File: src/sv/ufcw_pkg.sv
package ufcw_pkg;

  localparam int NODES_DEF = 1024;
  localparam int IDX_W     = 10;
  localparam int SUM_W     = 32;
  localparam int RANK_W    = 4;
  localparam int RANK_INIT = 1;
  localparam int RANK_MAX  = 15;

  typedef enum logic [2:0] {
    ST_CLEAR,
    ST_IDLE,
    ST_FIND_A,
    ST_FIND_B,
    ST_LINK,
    ST_ADDW,
    ST_DONE
  } state_t;

  typedef enum logic {
    MODE_UNION = 1'b0,
    MODE_QUERY = 1'b1
  } mode_t;

  typedef struct packed {
    logic [SUM_W-1:0] sum;
    logic [IDX_W-1:0] root;
  } result_t;

endpackage

File: src/sv/ufcw_alu.sv
module ufcw_alu import ufcw_pkg::*; (
  input  logic [SUM_W-1:0] op_x,
  input  logic [SUM_W-1:0] op_y,
  input  logic [RANK_W-1:0] rank_x,
  input  logic [RANK_W-1:0] rank_y,
  output logic [SUM_W-1:0] sum,
  output logic             x_wins,
  output logic [RANK_W-1:0] win_rank
);

  // wrapping sum, shared by the merge and the weight add
  assign sum = op_x + op_y;

  // union by rank; on a tie x stays root and its rank rises, saturating
  assign x_wins = !(rank_x < rank_y);

  always_comb begin
    if (rank_x == rank_y && rank_x < RANK_W'(RANK_MAX)) begin
      win_rank = rank_x + RANK_W'(1);
    end else if (rank_x < rank_y) begin
      win_rank = rank_y;
    end else begin
      win_rank = rank_x;
    end
  end

endmodule

File: src/sv/ufcw_ctrl.sv
module ufcw_ctrl import ufcw_pkg::*; #(
  parameter int NODES = NODES_DEF
) (
  input  logic                     clk,
  input  logic                     rst_n,
  input  logic                     in_valid,
  output logic                     in_ready,
  input  logic                     in_mode,
  input  logic [IDX_W-1:0]         in_first_index,
  input  logic [IDX_W-1:0]         in_second_index,
  input  logic signed [SUM_W-1:0]  in_edge_weight,
  output logic                     mem_we,
  output logic [$clog2(NODES)-1:0] mem_waddr,
  output logic [$clog2(NODES)+RANK_W+SUM_W-1:0] mem_wdata,
  output logic [$clog2(NODES)-1:0] mem_raddr,
  input  logic [$clog2(NODES)+RANK_W+SUM_W-1:0] mem_rdata,
  input  logic                     res_take,
  output logic                     res_valid,
  output result_t                  res
);

  localparam int IW = $clog2(NODES);

  state_t            state_r, state_nxt;
  logic [IW-1:0]     clr_r, clr_nxt;
  logic [IW-1:0]     cur_r, cur_nxt;
  logic [IW-1:0]     b_r, b_nxt;
  logic [SUM_W-1:0]  w_r, w_nxt;
  logic              mode_r, mode_nxt;
  logic [IW-1:0]     ra_r, ra_nxt;
  logic [IW-1:0]     rb_r, rb_nxt;
  logic [RANK_W-1:0] rka_r, rka_nxt;
  logic [RANK_W-1:0] rkb_r, rkb_nxt;
  logic [SUM_W-1:0]  sa_r, sa_nxt;
  logic [SUM_W-1:0]  sb_r, sb_nxt;
  logic [SUM_W-1:0]  acc_r, acc_nxt;
  logic [IW-1:0]     win_r, win_nxt;
  logic [RANK_W-1:0] wrank_r, wrank_nxt;
  result_t           res_r, res_nxt;

  logic [IW-1:0]     rd_parent;
  logic [RANK_W-1:0] rd_rank;
  logic [SUM_W-1:0]  rd_sum;
  logic              a_bad;
  logic              b_bad;

  logic [SUM_W-1:0]  alu_x;
  logic [SUM_W-1:0]  alu_y;
  logic [SUM_W-1:0]  alu_sum;
  logic              alu_x_wins;
  logic [RANK_W-1:0] alu_win_rank;

  ufcw_alu u_alu (
    .op_x     (alu_x),
    .op_y     (alu_y),
    .rank_x   (rka_r),
    .rank_y   (rkb_r),
    .sum      (alu_sum),
    .x_wins   (alu_x_wins),
    .win_rank (alu_win_rank)
  );

  assign rd_parent = mem_rdata[IW+RANK_W+SUM_W-1 -: IW];
  assign rd_rank   = mem_rdata[RANK_W+SUM_W-1 -: RANK_W];
  assign rd_sum    = mem_rdata[SUM_W-1:0];

  assign a_bad = (32'(in_first_index) >= NODES);
  assign b_bad = (32'(in_second_index) >= NODES);

  always_ff @(posedge clk) begin
    if (!rst_n) begin
      state_r <= ST_CLEAR;
      clr_r   <= '0;
    end else begin
      state_r <= state_nxt;
      clr_r   <= clr_nxt;
    end
  end

  always_ff @(posedge clk) begin
    cur_r   <= cur_nxt;
    b_r     <= b_nxt;
    w_r     <= w_nxt;
    mode_r  <= mode_nxt;
    ra_r    <= ra_nxt;
    rb_r    <= rb_nxt;
    rka_r   <= rka_nxt;
    rkb_r   <= rkb_nxt;
    sa_r    <= sa_nxt;
    sb_r    <= sb_nxt;
    acc_r   <= acc_nxt;
    win_r   <= win_nxt;
    wrank_r <= wrank_nxt;
    res_r   <= res_nxt;
  end

  always_comb begin
    state_nxt = state_r;
    clr_nxt   = clr_r;
    cur_nxt   = cur_r;
    b_nxt     = b_r;
    w_nxt     = w_r;
    mode_nxt  = mode_r;
    ra_nxt    = ra_r;
    rb_nxt    = rb_r;
    rka_nxt   = rka_r;
    rkb_nxt   = rkb_r;
    sa_nxt    = sa_r;
    sb_nxt    = sb_r;
    acc_nxt   = acc_r;
    win_nxt   = win_r;
    wrank_nxt = wrank_r;
    res_nxt   = res_r;
    in_ready  = 1'b0;
    res_valid = 1'b0;
    mem_we    = 1'b0;
    mem_waddr = cur_r;
    mem_wdata = '0;
    mem_raddr = cur_r;
    alu_x     = sa_r;
    alu_y     = w_r;

    case (state_r)
      ST_CLEAR: begin
        mem_we    = 1'b1;
        mem_waddr = clr_r;
        mem_wdata = {clr_r, RANK_W'(RANK_INIT), {SUM_W{1'b0}}};
        clr_nxt   = clr_r + IW'(1);
        if (clr_r == IW'(NODES - 1)) begin
          state_nxt = ST_IDLE;
        end
      end
      ST_IDLE: begin
        in_ready  = 1'b1;
        mem_raddr = IW'(in_first_index);
        if (in_valid) begin
          mode_nxt = in_mode;
          cur_nxt  = IW'(in_first_index);
          b_nxt    = IW'(in_second_index);
          w_nxt    = in_edge_weight;
          // out-of-range items are dropped without a result
          if (!(a_bad || (mode_t'(in_mode) == MODE_UNION && b_bad))) begin
            state_nxt = ST_FIND_A;
          end
        end
      end
      ST_FIND_A: begin
        if (rd_parent == cur_r) begin
          ra_nxt  = cur_r;
          rka_nxt = rd_rank;
          sa_nxt  = rd_sum;
          if (mode_t'(mode_r) == MODE_QUERY) begin
            res_nxt.sum  = rd_sum;
            res_nxt.root = IDX_W'(cur_r);
            state_nxt    = ST_DONE;
          end else begin
            cur_nxt   = b_r;
            mem_raddr = b_r;
            state_nxt = ST_FIND_B;
          end
        end else begin
          cur_nxt   = rd_parent;
          mem_raddr = rd_parent;
        end
      end
      ST_FIND_B: begin
        if (rd_parent == cur_r) begin
          rb_nxt    = cur_r;
          rkb_nxt   = rd_rank;
          sb_nxt    = rd_sum;
          state_nxt = ST_LINK;
        end else begin
          cur_nxt   = rd_parent;
          mem_raddr = rd_parent;
        end
      end
      ST_LINK: begin
        mem_we = 1'b1;
        if (ra_r == rb_r) begin
          alu_x        = sa_r;
          alu_y        = w_r;
          mem_waddr    = ra_r;
          mem_wdata    = {ra_r, rka_r, alu_sum};
          res_nxt.sum  = alu_sum;
          res_nxt.root = IDX_W'(ra_r);
          state_nxt    = ST_DONE;
        end else begin
          alu_x     = sa_r;
          alu_y     = sb_r;
          acc_nxt   = alu_sum;
          wrank_nxt = alu_win_rank;
          if (alu_x_wins) begin
            win_nxt   = ra_r;
            mem_waddr = rb_r;
            mem_wdata = {ra_r, rkb_r, sb_r};
          end else begin
            win_nxt   = rb_r;
            mem_waddr = ra_r;
            mem_wdata = {rb_r, rka_r, sa_r};
          end
          state_nxt = ST_ADDW;
        end
      end
      ST_ADDW: begin
        alu_x        = acc_r;
        alu_y        = w_r;
        mem_we       = 1'b1;
        mem_waddr    = win_r;
        mem_wdata    = {win_r, wrank_r, alu_sum};
        res_nxt.sum  = alu_sum;
        res_nxt.root = IDX_W'(win_r);
        state_nxt    = ST_DONE;
      end
      ST_DONE: begin
        res_valid = 1'b1;
        if (res_take) begin
          state_nxt = ST_IDLE;
        end
      end
      default: begin
        state_nxt = ST_IDLE;
      end
    endcase
  end

  assign res = res_r;

endmodule

File: config.mk
export PLATFORM = sky130hd
export DESIGN_NAME = ufcw_ctrl
export DESIGN_NICKNAME = d
export VERILOG_FILES = /design/src/sv/ufcw_pkg.sv /design/src/sv/ufcw_alu.sv /design/src/sv/ufcw_ctrl.sv
export SDC_FILE = /design/constraint.sdc
export NUM_CORES = 1
export LEC_CHECK = 0
export BUFFER_PORTS_ARGS = -buffer_cell sky130_fd_sc_hd__buf_2
export CAP_MARGIN = 15
export CORE_MARGIN = 2
export CORE_UTILIZATION = 55
export CTS_CLUSTER_SIZE = 28
export DETAILED_ROUTE_END_ITERATION = 16
export PLACE_DENSITY = 0.78
export SYNTH_ARGS = -nofsm -noshare
export SYNTH_HDL_FRONTEND = slang
export SYNTH_SLANG_ARGS = --single-unit
File: constraint.sdc
create_clock -name clk -period 18.3 [get_ports clk]
set_input_delay 3.66 -clock clk [delete_from_list [all_inputs] [get_ports clk]]
set_output_delay 3.66 -clock clk [all_outputs]
set_load 0.02 [all_outputs]
# Word-level counts from Yosys, hierarchy flattened
# Cells that the tools add are included.
[op_classes] n_eq_ne=17 order_cmp=2 reduce_logical=12 n_addsub=3 muxes=33 n_bitwise=1
[ops] op="one-hot mux 46 bit (3 select lines)" n=1
[ops] op="2-to-1 mux 42 bit" n=3
[ops] op="one-hot mux 42 bit (3 select lines)" n=1
[ops] op="2-to-1 mux 32 bit" n=3
[ops] op="2-to-1 mux 46 bit" n=2
[ops] op="one-hot mux 10 bit (3 select lines)" n=3
[ops] op="2-to-1 mux 10 bit" n=7
[ops] op="adder 32 bit" n=1
[ops] op="one-hot mux 3 bit (7 select lines)" n=1
[ops] op="== test 10 bit" n=2
[ops] op="2-to-1 mux 3 bit" n=6
[ops] op="inequality test 2 bit, second input constant" n=7
[ops] op="adder 10 x 1 -> 10 bit, second input constant" n=1
[ops] op="== test 10 bit, second input constant" n=1
[ops] op="AND reduction 2 bit" n=5
[ops] op="== test 3 bit, second input constant" n=3
[ops] op="2-to-1 mux 4 bit" n=2
[ops] op="== test 3 x 2 -> 1 bit, second input constant" n=2
[ops] op="nonzero test 3 bit" n=2
[ops] op="AND reduction 5 bit" n=1
[ops] op="adder 4 x 1 -> 4 bit, second input constant" n=1
[ops] op="== test 4 bit" n=1
[ops] op="< comparator 4 bit" n=1
[ops] op="< comparator 4 bit, second input constant" n=1
[ops] op="other kinds (8)" n=10
[word_totals] register_bits=246 wordCells=85 output_inout_bits=111 inputBits=103

# Logic depth before layout (Yosys ltp)
# Gate-level depths: netlist of the first run.
[logic_depth] ltp_word=6 depth_mapped=19 mapped_depth_nobuf=17

# By module
# Synthesis of the first run repeated with hierarchy kept, for this count alone.
[unflattened] cells_unflattened=1133 hier_area_um2=13356.6
[by_module_without_submodules] module="ufcw_ctrl" area_per_inst_um2=11482.3 n_inst=1 seq_area_each_um2=7257.0 cells_per_inst=888
[by_module_without_submodules] module="ufcw_alu" area_per_inst_um2=1874.3 n_inst=1 seq_area_each_um2=0.0 cells_per_inst=245

# Worst setup path after synthesis of the first run
# No wires, ideal clock.
[synth_path] path_type="input to register" startpoint="in mem_rdata[36]" endpoint="reg res_r (netlist bit res[0]) (enable)" arrival_time_ns=10.096 setup_slack_ns=7.762 required_ns=17.859 setup_time_ns=0.441 n_path_buf=1 cell_stages=7 path_cell_list="xnor2_1 -> nand4_1 -> nor4_1 -> clkbuf_1 -> nor3b_1 -> a21oi_1 -> nor2_1"
[synth_between] elab_chain_cells=3
[synth_rtl] element="from (decl)" line="ufcw_ctrl.sv:16" text="input logic [$clog2(NODES)+RANK_W+SUM_W-1:0] mem_rdata,"
[synth_rtl] element="== test 10 bit" line="ufcw_ctrl.sv:148" text="if (rd_parent == cur_r) begin"
[synth_rtl] element="inequality test 2 bit (no line)"
[synth_rtl] element="AND reduction 4 bit (no line)"
[synth_rtl] element="to (signal assigned)" line="ufcw_ctrl.sv:94" text="res_r <= res_nxt;"
[synth_rtl] element="to (decl)" line="ufcw_ctrl.sv:39" text="result_t res_r, res_nxt;"
# No other way between the ends.
# A chain may end at the register's enable or synchronous reset.

# Worst setup path in the final report of the first run
[layout_path] startpoint="reg rb_r[2]" endpoint="out mem_wdata[24]"
[layout_between] elab_chain_cells=6
[layout_rtl] element="from (decl)" line="ufcw_ctrl.sv:31" text="logic [IW-1:0] rb_r, rb_nxt;"
[layout_rtl] element="from (signal assigned)" line="ufcw_ctrl.sv:86" text="rb_r <= rb_nxt;"
[layout_rtl] element="== test 10 bit *" line="ufcw_ctrl.sv:179" text="if (ra_r == rb_r) begin"
[layout_rtl] element="2-to-1 mux 32 bit" line="ufcw_ctrl.sv:179"
[layout_rtl] element="2-to-1 mux 32 bit" line="ufcw_ctrl.sv:123" text="case (state_r)"
[layout_rtl] element="adder 32 bit" line="ufcw_alu.sv:12" text="assign sum = op_x + op_y;"
[layout_rtl] element="2-to-1 mux 46 bit" line="ufcw_ctrl.sv:179"
[layout_rtl] element="one-hot mux 46 bit (3 select lines) *" line="ufcw_ctrl.sv:123"
[layout_rtl] element="to (decl)" line="ufcw_ctrl.sv:14" text="output logic [$clog2(NODES)+RANK_W+SUM_W-1:0] mem_wdata,"
# Every way passes the cells marked *; elsewhere a longest branch is shown, timed or not.

==> run metrics, run 1 <==
layout cells sized above 1=20.0%; CP max stage delay=580 ps; worst skew pair latency=540 ps; worst path required time=14640 ps; EDFF count, synth=233; Bufs and invs on worst path=4; worst-path cell chain=xor2_1, nor4_1, nand4_1, nand2_2, buf_4, inv_2, buf_4, nand2_1, nand2_1, ha_1, fa_1, a21o_1, a31oi_1, o21ai_1, a2111oi_4, o31ai_2, a41oi_2, xor2_1, o22ai_1, buf_2; Synth Register Bits=246; RSZ-0062 raised after global routing=false; Die W=159 um; initial drt markers=882; GP Congestion=0.897; clk root buf=clkbuf_16; post-DR vias/cell=5.80; Detailed Routing Iterations Pass 1=8; post-layout min period=10240 ps; antenna violations before repair=0; clock skew=19.0 ps; status=finished clean; DRC=0; fin. max-slew vios=0; final worst setup slack=8060 ps; ANT nets after route=0; fin nets=1631; Synth Flop Type=edfxtp_1; Final Cycle Share=56.0%; Post-Syn Nets=1437; I/O Buffers=213; Least-Margin Pin Slew=997 ps; synth warn=0; sequential area share after synthesis=54.9%; Yosys cell types=71; Sink Count=246; Layout area overhead=16.7%; Hold Path Class=register to register; # Post-CTS Setup Buffers=0; CP top delay family=compound AO/OA/AOI/OAI gates; final hold vios=0; Max Cap Violations=0; Die H=159 um; Starting Density=56.2%; hold_buf cts=0; num ports=214; number of global-route vias before repair=10400; dpl ws=8760 ps; CP Max Fanout=66; slew margin rel.=33.3%; via count=10600; Rows=56; Placed Area=14600 um^2; power per cell area=108 nW/um^2; total die area=25300 um^2; antenna fix cells=0; first-pass GRT wire length=54800 um; dpl hpwl=23200 um; core area=23500 um^2; drt wl/cell=19.1 um; Mean Syn Cell Area=10.2 um^2; clock slew at reported path FFs=60 ps; Slowest cell on crit path=buf_4; grt total ovfl=0; largest net degree at the start of global routing=86; setup_tns=0 ps; gr usage total=26.9%; async set or reset register ratio after synthesis=0%; Mapped Cells=1294; Final Cell Area=15400 um^2; path type of the worst setup path=register to primary output; Hold Worst Slack=558 ps; Max clock buf depth=3; crit start category=register; Max VDD drop=0.0000877 V; fillcell total=1878; CP arrival=6580 ps; # setup viols final=0; post-CTS sizing=0; TritonCTS buffer count=27; Peak Freq=97.6 MHz; CTS H-tree lvls=1; CTS tree=built; Total Wirelength=34900 um; Lkg Pwr=6.48 nW; Worst Setup End Kind=primary output; Post-Synthesis Cell Area=13200 um^2
-- worst register-to-register path: cells and delay by family, from the launching register on --
kind	cells	cell delay (ps)
compound gates	7	1710
buf+inv	3	1380
simple gates	5	1110
fa+ha+maj	2	650
xor+xnor	2	520
flops	1	430
-- kinds of logic (layout without fill, tap and decap cells) --
group	count (synthesis)	after routing	share of synthesized area [%]
and+or+nand+nor	504	504	15.9
AOI/OAI and AO/OA	273	273	13.4
DFF	246	246	54.9
buffers and inverters	109	322	3.19
muxes	66	66	5.09
xor gates and xnor gates	56	56	3.71
adders and majority gates	40	40	3.84
-- sequential cells by signal, indices dropped and copies added, names as in the netlist, 32 cells and up --
| name | count |
|---|---|
| res | 42 |
| sb_r | 32 |
| sa_r | 32 |
| acc_r | 32 |
| w_r | 32 |
-- layer usage --
layer | wire length (um) | global-route usage [%]
met3 | 2610 | 3.70
met1 | 14600 | 36.4
met2 | 16900 | 45.9
met4 | 785 | 7.36
met5 | 0 | 0
-- synth_stat cells (4+ instances only) --
master	n	area share (%)
clkbuf_1	52	1.5
buf_1	9	0.26
xor2_1	24	1.6
a21oi_1	49	1.9
a31oi_1	15	0.71
a22oi_1	17	0.97
nand3_1	14	0.53
a211o_1	4	0.26
dfxtp_1	13	2.0
nor4_1	4	0.19
nor2_1	51	1.4
ha_1	39	3.7
o22ai_1	28	1.3
inv_1	42	1.2
mux2i_1	56	4.2
nor3_1	4	0.15
o21a_1	6	0.34
mux2_2	10	0.85
or4_1	4	0.23
buf_2	4	0.15
nand2_1	370	11
o21ai_1	8	0.30
o21ai_0	79	3.0
and2_1	12	0.57
nand4_1	12	0.57
nor2b_1	8	0.38
and3_1	8	0.38
edfxtp_1	233	53
o211ai_1	5	0.28
a21o_1	17	0.97
xnor2_1	32	2.1
-- final timing paths --
kind / slack, ps / endpoint / from / cells after the start
min: 560 / clr_r[5]$_SDFFE_PN0N_ / clr_r[5]$_SDFFE_PN0N_ / 2
max: 8060 / mem_wdata[24] / rb_r[2]$_DFFE_PP_ / 20
max reg2reg: 12240 / res[34]$_DFFE_PP_ / rb_r[2]$_DFFE_PP_ / 19
min reg2reg: 560 / clr_r[5]$_SDFFE_PN0N_ / clr_r[5]$_SDFFE_PN0N_ / 2
-- cell type report --
type | instances | area (um^2) | share of cell area (%)
Clock buffer | 35 | 706 | 4.57
Clock inverter | 13 | 138 | 0.892
Multi-Input combinational cell | 939 | 5570 | 36.1
Timing Repair Buffer | 231 | 1200 | 7.79
Tap cell | 319 | 399 | 2.59
Sequential cell | 246 | 7260 | 47.0
Inverter | 43 | 161 | 1.05
-- where the power goes --
group | internal [W] | switching [W] | leakage, nW
clock network | 0.000312 | 0.000220 | 0.404
registers | 0.000660 | 0.0000349 | 2.20
logic | 0.000150 | 0.000287 | 3.87
-- placed cells by master (no fill, tap or decap), drive strengths merged, types with 17 or more instances in the layout --
master,instances
ha,39
o22ai,28
buf,231
edfxtp,233
nand2,371
mux2i,56
xor2,24
nor2,53
a21o,17
o21ai,88
clkbuf,35
inv,44
xnor2,32
a22oi,17
a21oi,51
-- per-stage QoR --
stage / utilization, % / cells / total power [W]
2_1_floorplan: - / 1294 / 0.000985
3_3_place_gp: 62.0 / 1778 / 0.00113
3_5_place_dp: 62.0 / 1778 / 0.00114
4_1_cts: 65.5 / 1826 / 0.00167
5_1_grt: 65.5 / 1826 / 0.00173
6_report: 65.5 / 1826 / 0.00166
(Power assumes the default switching activity.)
==> run 2: changes to the inputs <==
--- a/config.mk
+++ b/config.mk
@@ -5,6 +5,7 @@
 export SDC_FILE = /design/constraint.sdc
 export NUM_CORES = 1
 export LEC_CHECK = 0
+export ABC_AREA = 1
 export BUFFER_PORTS_ARGS = -buffer_cell sky130_fd_sc_hd__buf_2
 export CAP_MARGIN = 15
 export CORE_MARGIN = 2
==> constraint.sdc (replaced) <==
create_clock -name clk -period 9.45 [get_ports clk]
set_input_delay 1.89 -clock clk [delete_from_list [all_inputs] [get_ports clk]]
set_output_delay 1.89 -clock clk [all_outputs]
set_load 0.02 [all_outputs]
==> run metrics, run 2 <==
status=finished clean; switching power=0.000873 W (+61%); worst hold stages=2 (unchanged); final worst setup slack=2530 ps (-5530 ps); via count=11500 (+8.9%); initial drt markers=955 (+8.3%); CTS tree=built; dpl hpwl=26800 um (+15%); dpl ws=3160 ps (-5600 ps); hold_buf cts=0 (unchanged); CTS H-tree lvls=1 (unchanged); largest net degree at the start of global routing=77 (-10%); Util after Layout=65.0% (-0.53 points); CP max stage delay=630 ps (+50 ps); # setup viols final=0 (unchanged); sequential area share after synthesis=53.7% (-1.2 points); Final Cycle Share=73.2%; clock slew at reported path FFs=60 ps (about the same); Sequential Power Share=44.6% (+2.8 points); Yosys cell types=46 (-35%); post-layout min period=6920 ps; TritonCTS buffer count=27 (unchanged); CP top delay family=buffers and inverters; synth warn=0 (unchanged); Slowest cell on crit path=buf_4; Total Wirelength=37400 um (+7.0%); CP arrival=5030 ps (-1550 ps); post-CTS sizing=0 (unchanged); gr usage total=28.7% (+1.8 points); reg2reg end=res[37]$_DFFE_PP_; power per cell area=185 nW/um^2 (+72%); FF-to-FF path depth=19 (unchanged); Final Cell Area=15800 um^2 (+2.2%); worst path required time=7560 ps (-7080 ps); ANT nets after route=0 (unchanged); # Post-CTS Setup Buffers=0 (unchanged); final hold vios=0 (unchanged); num ports=214 (unchanged); most frequent cells in the layout=484 x nand2_1, 233 x edfxtp_1, 213 x buf_2, 174 x inv_1, 138 x o21ai_0; Placed Area=14900 um^2 (+2.1%); Most Frequent Cell on Critical Path=nand2_1; worst r2r src=state_r[1]$_SDFFE_PN0P_; Pint=0.00205 W (+83%); EDFF count, synth=233 (unchanged); r2r setup slk=4930 ps (-7310 ps); Layout area overhead=16.5%; Max clock buf depth=3 (unchanged); Lkg Pwr=6.93 nW (+7.0%); fin. max-slew vios=0 (unchanged); commonest non-fill, non-tap cell in the layout=nand2_1; drt wl/cell=18.0 um (-6.0%); Clock power frac=35.6% (+3.6 points); switch share=29.9% (-2.7 points); Max Cap Violations=0 (unchanged); Worst Setup End Kind=primary output; max reg flops=42 (unchanged); worst-path cell chain=nor2_1, nand2_1, buf_4, o21bai_4, buf_4, inv_2, buf_4, nand2_1, nand2_1, ha_1, fa_1, nand2_1, nand3_1, o21ai_2, inv_1, nand2_1, nand2_1, nand3_1, nand3_2, xor2_2, nand2_1, o21ai_0, buf_2; Peak Freq=144 MHz; slew margin rel.=26.2% (-7.1 points); setup_tns=0 ps (unchanged); Post-Synthesis Cell Area=13500 um^2 (+2.3%); CP Max Fanout=76 (+15%); Mapped Cells=1528 (+18%); I/O Buffers=213 (unchanged); Comb power frac=19.8% (-6.5 points); post-DR vias/cell=5.54 (-4.4%); Bufs and invs on worst path=6 (+2); async set or reset register ratio after synthesis=0% (unchanged); Synth Register Bits=246 (unchanged); clk root buf=clkbuf_16; worst min-delay path endpoint=clr_r[3]$_SDFFE_PN0N_; fillcell total=2035 (+8.4%); clock skew=27.8 ps (+8.83 ps); Hold Path Class=register to register; core area=24200 um^2 (+3.0%); fin nets=1880 (+15%); worst skew pair latency=570 ps (+30 ps); min-delay src=clr_r[3]$_SDFFE_PN0N_; Die H=161 um (+1.1%); Post-Syn Nets=1671 (+16%); dominant cell type by area after synthesis=edfxtp_1; antenna violations before repair=1 (+1); total die area=25900 um^2 (+2.2%); Max VDD drop=0.000184 V (+110%); crit start category=register; Rows=57 (+1.8%); Synth Flop Type=edfxtp_1; Synth top area share=51.7% (-1.2 points); GP Congestion=0.979 (+9.1%); Least-Margin Pin Slew=1110 ps (+110 ps); grt total ovfl=0 (unchanged); layout cells sized above 1=19.1% (-0.89 points); Detailed Routing Iterations Pass 1=6 (-2); number of global-route vias before repair=11400 (+10%); Mean Syn Cell Area=8.85 um^2 (-13%); Die W=161 um (+1.1%); top cells by count, synth=485 x nand2_1, 233 x edfxtp_1, 174 x inv_1, 138 x o21ai_0, 78 x nor2_1; Synth area leaders=edfxtp_1 52%, nand2_1 13%, o21ai_0 5.1%; path type of the worst setup path=register to primary output; DRC=0 (unchanged); first-pass GRT wire length=59000 um (+7.5%); RSZ-0062 raised after global routing=false; Sink Count=246 (unchanged); most common cell in the synthesized netlist=nand2_1; Starting Density=55.8% (-0.38 points)
[run 2: per-stage QoR]
step                      power (W)  hold slack [ps]  instances
final                       0.00292              523       2080
after global routing        0.00303              550       2079
after CTS                   0.00292              528       2079
after detailed placement    0.00190              519       2032
after global placement      0.00189              508       2032
after floorplan             0.00170              479       1528
[run 2: how the worst max path moves through the flow]
stage,start,cells past startpoint,end
floorplan,ra_r[9]$_DFFE_PP_,23,mem_wdata[12]
global placement,ra_r[0]$_DFFE_PP_,24,mem_wdata[24]
detailed placement,ra_r[0]$_DFFE_PP_,25,mem_wdata[24]
CTS,ra_r[0]$_DFFE_PP_,25,mem_wdata[24]
global route,ra_r[3]$_DFFE_PP_,24,mem_wdata[24]
finish,state_r[1]$_SDFFE_PN0P_,23,mem_wdata[24]
[run 2: cells by family after synthesis]
logic type	Yosys count	share of synthesized area, %
XOR/XNOR	25	1.79
adder cells (fa/ha/maj)	40	3.76
AND/OR/NAND/NOR	701	21.9
multiplexers	5	0.370
flip-flops	246	53.7
buffers and inverters	235	6.93
AO/OA/AOI/OAI	276	11.6
[run 2: layout make-up]
type                            instances  area (um^2)  area share, %
Inverter                              191          717           4.55
Sequential cell                       246         7260           46.0
Antenna cell                            1         2.50         0.0159
Clock inverter                         18          178           1.13
Multi-Input combinational cell       1047         5370           34.1
Timing Repair Buffer                  224         1150           7.29
Clock buffer                           29          683           4.33
Tap cell                              324          405           2.57
[run 2: per-layer routing]
metal / vias to the layer above / routed length, um / track usage [%]
met5: - / 0 / 0
met4: 0 / 1510 / 10.8
met3: 78 / 2460 / 3.36
met2: 477 / 17900 / 49.8
met1: 5418 / 15400 / 37.2
li1: 5556 / - / -
[run 2: worst reg2reg max path, stage by stage (launching register included)]
cell	delay (ps)
dfxtp_1	420
nor2_1	100
nand2_1	70
buf_4	260
o21bai_4	180
buf_4	630
inv_2	290
buf_4	370
nand2_1	130
nand2_1	60
ha_1	370
a21oi_1	220
o21ai_0	170
o21bai_1	230
a21oi_1	320
nand2_1	100
nand2_1	90
nand3_1	80
o21ai_0	110
inv_1	60
[run 2: power groups by stage]
stage	clock network, W	logic (W)	registers, W
after floorplan	0	0.000373	0.00132
after global placement	0	0.000571	0.00132
after detailed placement	0	0.000573	0.00132
after CTS	0.00104	0.000578	0.00130
after global routing	0.00108	0.000637	0.00131
final	0.00104	0.000580	0.00130
==> run 3: changes to the inputs <==
--- a/config.mk
+++ b/config.mk
@@ -5,7 +5,7 @@
 export SDC_FILE = /design/constraint.sdc
 export NUM_CORES = 1
 export LEC_CHECK = 0
-export ABC_AREA = 1
+export ABC_AREA = 0
 export BUFFER_PORTS_ARGS = -buffer_cell sky130_fd_sc_hd__buf_2
 export CAP_MARGIN = 15
 export CORE_MARGIN = 2
==> constraint.sdc (replaced) <==
create_clock -name clk -period 7.2 [get_ports clk]
set_input_delay 1.44 -clock clk [delete_from_list [all_inputs] [get_ports clk]]
set_output_delay 1.44 -clock clk [all_outputs]
set_load 0.02 [all_outputs]
==> run metrics, run 3 (synthesis gave the netlist of run 1 again) <==
Rows=56 (-1.8%); worst skew pair latency=540 ps (-30 ps); layout cells sized above 1=20.3% (+1.1 points); CTS H-tree lvls=1 (unchanged); Worst Setup End Kind=primary output; TritonCTS buffer count=27 (unchanged); antenna violations before repair=2 (+1); DRC=0 (unchanged); Least-Margin Pin Slew=1040 ps (-70.1 ps); initial drt markers=962 (+0.73%); Detailed Routing Iterations Pass 1=5 (-1); max layer used=met5; ANT nets after route=0 (unchanged); # Post-CTS Setup Buffers=0 (unchanged); Max clock buf depth=3 (unchanged); Die H=159 um (-1.1%); RSZ-0062 raised after global routing=false; num ports=214 (unchanged); grt total ovfl=0 (unchanged); CTS tree=built; Bufs and invs on worst path=3 (-3); Peak Freq=146 MHz; wire length on met2=16700 um (-7.2%); power per cell area=269 nW/um^2 (+45%); clock slew at reported path FFs=60 ps (about the same); path type of the worst setup path=register to primary output; core area=23500 um^2 (-2.9%); Slowest cell on crit path=dfxtp_1; worst path required time=5760 ps (-1800 ps); fin. max-slew vios=0 (unchanged); Critical Path Start=state_r[2]$_SDFFE_PN0P_; GP Congestion=0.944 (-3.5%); worst r2r src=state_r[2]$_SDFFE_PN0P_; fillcell total=1878 (-7.7%); Most Frequent Cell on Critical Path=nand2_1; Util after Layout=65.5% (+0.53 points); max reg flops=42 (unchanged); Met3 Wirelength=2990 um (+22%); largest net degree at the start of global routing=86 (+12%); Hold Path Class=register to register; dpl hpwl=23900 um (-11%); CP arrival=5410 ps (+380 ps); total die area=25300 um^2 (-2.2%); clock skew=11.8 ps (-16.0 ps); via count=10700 (-7.0%); r2r setup slk=2280 ps (-2650 ps); slew margin rel.=30.7% (+4.5 points); gr usage total=27.3% (-1.4 points); Lkg Pwr=6.49 nW (-6.4%); min-delay src=clr_r[5]$_SDFFE_PN0N_; Max Cap Violations=0 (unchanged); post-DR vias/cell=5.86 (+5.7%); post-layout min period=6850 ps; Final Cycle Share=95.2%; Post-Place Cells=1780 (-12%); Sink Count=246 (unchanged); commonest non-fill, non-tap cell in the layout=nand2_1; # setup viols final=0 (unchanged); crit start category=register; setup_tns=0 ps (unchanged); Layout area overhead=16.7%; drt wl/cell=19.2 um (+6.8%); CP Max Fanout=16 (-79%); final hold vios=0 (unchanged); worst-path cell chain=inv_1, nor2_1, buf_4, nand2_1, nand2_1, nand2_1, ha_1, fa_1, a21o_1, a31oi_1, o21ai_1, a2111oi_4, o31ai_2, a41oi_2, xor2_1, o22ai_1, buf_2; CP top delay family=compound AO/OA/AOI/OAI gates; most frequent cells in the layout=369 x nand2_1, 233 x edfxtp_1, 214 x buf_2, 79 x o21ai_0, 56 x mux2i_1; Die W=159 um (-1.1%); Max VDD drop=0.000233 V (+26%); final non-filler cell total=1829 (-12%); Starting Density=56.2% (+0.38 points); fin nets=1635 (-13%); number of global-route vias before repair=10500 (-7.9%); Metal-1 WL=14600 um (-5.5%); status=finished clean; Total Wirelength=35100 um (-6.1%); I/O Buffers=213 (unchanged); clk root buf=clkbuf_16; CP max stage delay=700 ps (+70 ps); first-pass GRT wire length=55500 um (-5.8%)
==> run 3: through the flow <==
| step | setup slack [ps] | hold slack, ps | instance area, um^2 | power [W] |
|---|---|---|---|---|
| after floorplan | 585 | 477 | 13200 | 0.00250 |
| after global routing | 2.61 | 597 | 15400 | 0.00432 |
| after detailed placement | 925 | 537 | 14600 | 0.00289 |
| after CTS | 304 | 549 | 15400 | 0.00415 |
| final | 346 | 554 | 15400 | 0.00415 |
| after global placement | 1040 | 524 | 14600 | 0.00287 |
==> run 3: worst paths after layout <==
path                                              end  cells after the start
worst min-delay path            clr_r[5]$_SDFFE_PN0N_                      2
worst min register to register  clr_r[5]$_SDFFE_PN0N_                      2
worst max-delay path                    mem_wdata[24]                     17
worst max register to register      res[26]$_DFFE_PP_                     16
==> run 3: metal layers <==
metal | vias up | global-route usage (%)
met5 | - | 0
met4 | 2 | 7.93
met3 | 66 | 4.48
met2 | 517 | 45.6
met1 | 5092 | 37.1
li1 | 5041 | -
==> run 3: where the power goes <==
part / leakage, nW / internal [W] / switching, W
Clock: 0.386 / 0.000715 / 0.000542
Combinational: 3.90 / 0.000385 / 0.000747
Sequential: 2.20 / 0.00168 / 0.0000877
Total: 6.49 / 0.00278 / 0.00138
==> run 3: tightest hold or removal path, stage by stage (launching register included) <==
cell	delay [ps]
dfxtp_1	340
o21ai_0	80
a21boi_0	80
==> run 3: what timing repair did <==
action                                 4_1_cts  5_1_grt
resized for setup                            0        3
setup endpoints to repair                    0        3
hold buffers                                 0        0
endpoints found under the hold margin        0        0
==> run 3: final cells by class <==
type                       count  area (um^2)  area share (%)
sequential                   246         7260            47.0
antenna                        1         2.50          0.0162
inverter                      43          164            1.06
multi-input combinational    939         5570            36.1
tap                          319          399            2.59
timing repair buffer         235         1240            8.07
clock buffer                  31          691            4.48
clock inverter                15         96.3           0.624
